`src/wfsa_pkg.sv`:
```
// Types and constants shared by the worst-fit segment allocator modules.
package wfsa_pkg;

  localparam int POOL_MAX     = 65536;
  localparam int MAX_SEGMENTS = 64;
  localparam int MAX_REQUESTS = 1024;

  localparam int ADDR_W    = 17;
  localparam int SIZE_W    = 17;
  localparam int TARGET_W  = 11;
  localparam int SEG_IDX_W = $clog2(MAX_SEGMENTS);
  localparam int HND_W     = $clog2(MAX_REQUESTS);
  localparam int CNT_W     = HND_W + 1;

  typedef logic [ADDR_W-1:0]    addr_t;
  typedef logic [SEG_IDX_W-1:0] seg_idx_t;
  typedef logic [HND_W-1:0]     hnd_t;
  typedef logic [CNT_W-1:0]     cnt_t;

  typedef enum logic [2:0] {
    STAT_GRANTED = 3'd0,
    STAT_REFUSED = 3'd1,
    STAT_FREED   = 3'd2,
    STAT_IGNORED = 3'd3,
    STAT_FULL    = 3'd4
  } status_t;

  localparam logic OP_ALLOC = 1'b0;
  localparam logic OP_FREE  = 1'b1;

  typedef struct packed {
    logic                opcode;
    logic [SIZE_W-1:0]   alloc_size;
    logic [TARGET_W-1:0] free_target;
  } in_word_t;

  typedef struct packed {
    status_t           status;
    logic [ADDR_W-1:0] start_address;
  } out_word_t;

  // search word passed from cell to cell
  typedef struct packed {
    logic     vld;
    addr_t    hs;
    addr_t    he;
    logic     best_f;
    seg_idx_t best_idx;
    addr_t    best_start;
    addr_t    best_len;
    logic     left_f;
    seg_idx_t left_idx;
    addr_t    left_start;
    addr_t    left_len;
    logic     right_f;
    seg_idx_t right_idx;
    addr_t    right_len;
    logic     empty_f;
    seg_idx_t empty_idx;
  } scan_t;

  // table update broadcast to all cells
  typedef struct packed {
    logic     init;
    addr_t    init_len;
    logic     wr_en;
    seg_idx_t wr_idx;
    addr_t    wr_start;
    addr_t    wr_len;
    logic     kill_en;
    seg_idx_t kill_idx;
  } cmd_t;

  typedef struct packed {
    logic  live;
    addr_t start;
    addr_t len;
  } hnd_entry_t;

  typedef enum logic [2:0] {
    ST_IDLE,
    ST_READ,
    ST_SCAN,
    ST_UPDATE,
    ST_OUT
  } state_t;

endpackage

```
`src/wfsa_cell.sv`:
```
// One free-segment table entry with its stage of the search chain.
module wfsa_cell (
  input  logic              clk,
  input  logic              rst_n,
  input  wfsa_pkg::seg_idx_t cell_idx,
  input  wfsa_pkg::cmd_t    cmd,
  input  wfsa_pkg::scan_t   word_in,
  output wfsa_pkg::scan_t   word_out
);
  import wfsa_pkg::*;

  logic  valid_r, valid_nxt;
  addr_t start_r, start_nxt;
  addr_t len_r, len_nxt;
  scan_t word_r, word_nxt;
  logic [ADDR_W:0] seg_end;

  assign seg_end = {1'b0, start_r} + {1'b0, len_r};

  always_comb begin
    valid_nxt = valid_r;
    start_nxt = start_r;
    len_nxt   = len_r;
    if (cmd.init) begin
      valid_nxt = (cell_idx == '0);
      start_nxt = addr_t'(1);
      len_nxt   = cmd.init_len;
    end else begin
      if (cmd.wr_en && cmd.wr_idx == cell_idx) begin
        valid_nxt = 1'b1;
        start_nxt = cmd.wr_start;
        len_nxt   = cmd.wr_len;
      end
      if (cmd.kill_en && cmd.kill_idx == cell_idx) begin
        valid_nxt = 1'b0;
      end
    end
  end

  always_comb begin
    word_nxt = word_in;
    if (valid_r) begin
      if (!word_in.best_f || len_r > word_in.best_len ||
          (len_r == word_in.best_len && start_r < word_in.best_start)) begin
        word_nxt.best_f     = 1'b1;
        word_nxt.best_idx   = cell_idx;
        word_nxt.best_start = start_r;
        word_nxt.best_len   = len_r;
      end
      if (seg_end == {1'b0, word_in.hs}) begin
        word_nxt.left_f     = 1'b1;
        word_nxt.left_idx   = cell_idx;
        word_nxt.left_start = start_r;
        word_nxt.left_len   = len_r;
      end
      if (start_r == word_in.he) begin
        word_nxt.right_f   = 1'b1;
        word_nxt.right_idx = cell_idx;
        word_nxt.right_len = len_r;
      end
    end else if (!word_in.empty_f) begin
      word_nxt.empty_f   = 1'b1;
      word_nxt.empty_idx = cell_idx;
    end
  end

  always_ff @(posedge clk) begin
    if (!rst_n) begin
      valid_r    <= (cell_idx == '0);
      start_r    <= addr_t'(1);
      len_r      <= addr_t'(POOL_MAX);
      word_r     <= '0;
    end else begin
      valid_r    <= valid_nxt;
      start_r    <= start_nxt;
      len_r      <= len_nxt;
      word_r     <= word_nxt;
    end
  end

  assign word_out = word_r;

endmodule

```
`config.mk`:
```
export PLATFORM = sky130hd
export DESIGN_NAME = wfsa_cell
export DESIGN_NICKNAME = d
export VERILOG_FILES = /design/src/wfsa_pkg.sv /design/src/wfsa_cell.sv
export SDC_FILE = /design/constraint.sdc
export NUM_CORES = 1
export LEC_CHECK = 0
export BUFFER_PORTS_ARGS = -buffer_cell sky130_fd_sc_hd__buf_2
export CAP_MARGIN = 10
export CORE_MARGIN = 4
export CORE_UTILIZATION = 49
export DETAILED_ROUTE_END_ITERATION = 8
export GPL_TIMING_DRIVEN = 0
export PLACE_DENSITY_LB_ADDON = 0.08
export SYNTH_ARGS = -nofsm -noshare
export SYNTH_HDL_FRONTEND = slang
export SYNTH_SLANG_ARGS = --single-unit
```
`constraint.sdc`:
```
create_clock -name clk -period 3.61 [get_ports clk]
set_input_delay 1.083 -clock clk [delete_from_list [all_inputs] [get_ports clk]]
set_output_delay 1.083 -clock clk [all_outputs]
set_load 0.02 [all_outputs]
```
==> impl_metrics.csv <==
group,metric,value,unit
synth,async_reset_ff_share,0,%
die,row_count,49,
power,seq_power_share,43.3,%
power,p_switching,1.551,mW
synth,syn_inst,1041,
placement,gp_congestion,0.9174,
power,p_clk_share,38.4,%
critical_path,end_kind,"register",
cells_and_area,nets,1700,
synth,synth_area,9111,um^2
min_path,whs_endpoint,"word_out[99]",
placement,dp_hpwl,27800,um
sta,rsz0062_at_grt,"yes",
route,antenna_left,0,
critical_path,max_stage_delay,430,ps
placement,dp_slack,-443.4,ps
synth,synth.area.top_cells,"dfxtp_1, a21oi_1, ha_1",
power,leakage,5.637,nW
critical_path,start_kind,"register",
placement,io_buffers,362,
route,vias_per_cell,5.757,
cells_and_area,final_core_util,66.29,%
power,swShare,30.57,%
route,wirelength,36290,um
sta,hold_viol_final,0,
route,wl_per_cell,21.71,um
synth,ys_warn_count,0,
placement,dp.cells,1632,
global_routing,grt_pass1_wl,51940,um
clocking,hold_buffers,0,
clocking,clock_path_buffers,2,
synth,synth.distinct_cells,61,
route,routed-wl-met3,3686,um
clocking,root_buffer,"clkbuf_16",
critical_path,worstPathCellList,"ha_1 -> fa_1 -> a21o_1 -> a221o_1 -> a311oi_4 -> buf_4 -> a211oi_2 -> buf_4 -> a21oi_4 -> clkbuf_4 -> nand4_1 -> a21oi_4",
global_routing,grt_max_degree,19,
sta,fmax,0.2780,GHz
critical_path,crit_required,3950,ps
global_routing,grt_pass1_vias,9085,
sta,slew_violations,0,
global_routing,overflow,0,
synth,syn_avg_cell_area,8.752,um^2
synth,synthFlopType,"dfxtp_1",
critical_path,path_class,"reg -> reg",
route,met1Wirelength,14870,um
cells_and_area,final_cells,1672,
critical_path,rr_startpoint,"len_r[0]",
critical_path,crit_fanout,10,
sta,finalSetupViolCount,0,
power,ir_drop,0.0003170,V
critical_path,cp.arrival,3940,ps
sta,slew_headroom,48.62,%
sta,period_share,99.64,%
route,dr.first_iter.drc_count,704,
synth,synth_seq_cells,183,
cells_and_area,nFillCells,1643,
sta,whs,580.4,ps
min_path,min_path_type,"reg -> reg",
clocking,htree_levels,4,
power,p_comb_share,18.3,%
sta,post-route-min-period,3597,ps
die,fp.dieH,144.4,um
route,drc_errors,0,
route,dr.max_layer_used,"met5",
critical_path,cp_num_buf_inv,3,
min_path,hp-start,"start_r[10]",
power,internal_power,3.523,mW
clocking,cts_tree,"done",
cells_and_area,final-seq-area,3686,um^2
die,die_w,144.4,um
route,first_pass_iters,7,
global_routing,antenna_found_initial,4,
clocking,clk_pin_slew,70,ps
cells_and_area,multi_input_area,5049,um^2
cells_and_area,area_delta_synth_final,32.04,%
sta,fin_worst_skew,11.94,ps
die,start_util,50.21,%
die,core_area,18150,um^2
critical_path,critPathTopFamily,"compound AO/OA/AOI/OAI gates",
critical_path,reg2reg_depth,12,
job,cap_violations,0,
synth,yosys.area.top_type,"dfxtp_1",
power,cellPowerDensity,421.8,nW/um^2
clocking,clock_sinks,183,
critical_path,slowest_stage,"a311oi_4",
cells_and_area,drive_above_1_share,31.81,%
route,num_vias,9626,
sta,tightest_slew,770.6,ps
run_status,outcome,"completed",
die,num_io_pins,370,
global_routing,grt_usage,33.24,%
synth,synth_edf_count,1,
synth,yosysSeqAreaShare,40.32,%
route,met2_length,16280,um
clocking,cts-buffers-inserted,17,
sta,setup_slack,13.04,ps
synth,yosys.area.top_type_share,39.99,%
synth,syn_nets,1314,
synth,synth.most_common_cell,"dfxtp_1",
critical_path,r2r_slack,10,ps
clocking,worstSkewPairLatency,440,ps
critical_path,r2r_end,"word_out[32]",
synth,ys_top_cells_by_count,"dfxtp_1, a21oi_1, nor2_1",
die,dieArea,20840,um^2
min_path,whs_path_depth,2,
area by class of cell:
cell class | instances | share of cell area (%)
Sequential cell | 183 | 30.64
Timing Repair Buffer | 368 | 15.54
Clock inverter | 15 | 1.539
Tap cell | 229 | 2.382
Inverter | 38 | 1.186
Buffer | 87 | 3.151
Multi-Input combinational cell | 732 | 41.97
Antenna cell | 3 | 0.06240
Clock buffer | 17 | 3.536
power groups by stage:
stage          registers [mW]  logic, mW  clock network, mW
2_1_floorplan            2.34      0.387                  0
6_report                 2.20      0.926               1.95
3_3_place_gp             2.24      0.876                  0
3_5_place_dp             2.24      0.881                  0
5_1_grt                  2.21       1.00               2.05
4_1_cts                  2.20      0.902               1.96
metal layers:
metal	global-route usage, %	vias to the layer above
met5	0	-
met2	51.52	540
met1	43.78	4443
met4	14.29	2
li1	-	4543
met3	8.862	98
worst max path at each step:
stage / startpoint / cells after the start / endpoint / slack [ps]
2_1_floorplan: start_r[0] / 10 / word_out[49] / 690
4_1_cts: start_r[0] / 12 / word_out[67] / 3
5_1_grt: len_r[0] / 12 / word_out[32] / -20
6_report: len_r[0] / 12 / word_out[32] / 10
3_5_place_dp: start_r[0] / 10 / word_out[59] / -440
3_3_place_gp: start_r[0] / 10 / word_out[59] / -370
kinds of logic (layout without fill, tap and decap cells):
family	after synthesis	count (layout)	synth area share, %
DFF	183	183	40.32
and+or+nand+nor	293	293	16.70
AOI/OAI and AO/OA	281	281	19.25
buffers and inverters	126	525	5.575
xor gates and xnor gates	51	51	4.902
muxes	56	56	6.166
other	0	3	0
adders and majority gates	51	51	7.086
repair_timing:
| action | in CTS | in global routing |
|---|---|---|
| pin swaps | 4 | 5 |
| buffers inserted | 4 | 2 |
| endpoints found under the setup margin | 41 | 42 |
| gates resized for setup | 14 | 28 |
cells in the final DEF, fill, tap and decap left out, types with 4 or more instances in the layout:
cell / netlist / final
a211o_1: 4 / 4
a211oi_1: 5 / 5
a21o_1: 13 / 13
a21oi_1: 126 / 120
a21oi_2: 1 / 4
and2_1: 38 / 38
buf_2: 19 / 376
buf_4: 3 / 9
clkbuf_1: 65 / 60
clkbuf_16: 0 / 17
clkbuf_2: 0 / 4
clkbuf_4: 0 / 4
dfxtp_1: 182 / 172
dfxtp_2: 0 / 10
ha_1: 50 / 50
inv_1: 38 / 38
mux2i_1: 55 / 55
nand2_1: 19 / 19
nand2b_1: 7 / 6
nand3_1: 52 / 52
nand4_1: 53 / 53
nor2_1: 87 / 87
nor2b_1: 7 / 7
nor3_1: 8 / 8
nor4_1: 6 / 6
o21a_1: 4 / 4
o21ai_0: 58 / 57
o41ai_1: 40 / 35
o41ai_2: 0 / 4
xnor2_1: 35 / 35
xor2_1: 16 / 16
tightest hold or removal path: cells and delay by family (launching register included):
family | cells | cell delay [ps]
AO/OA/AOI/OAI | 1 | 60
flip-flops | 1 | 380
AND/OR/NAND/NOR | 1 | 90
through the flow:
step	setup TNS [ps]	power, mW	area, um^2
2_1_floorplan	0	2.731	9111
3_3_place_gp	-7294	3.115	11210
3_5_place_dp	-7054	3.122	11210
4_1_cts	0	5.060	11920
5_1_grt	-21.80	5.259	12030
6_report	0	5.074	12030
flip-flops by register name, summed over array words and instances, names as in the netlist:
register and count:
len_r 17, start_r 17, valid_r 1, word_out 148
Note: power is estimated with default switching activity, not from simulation.
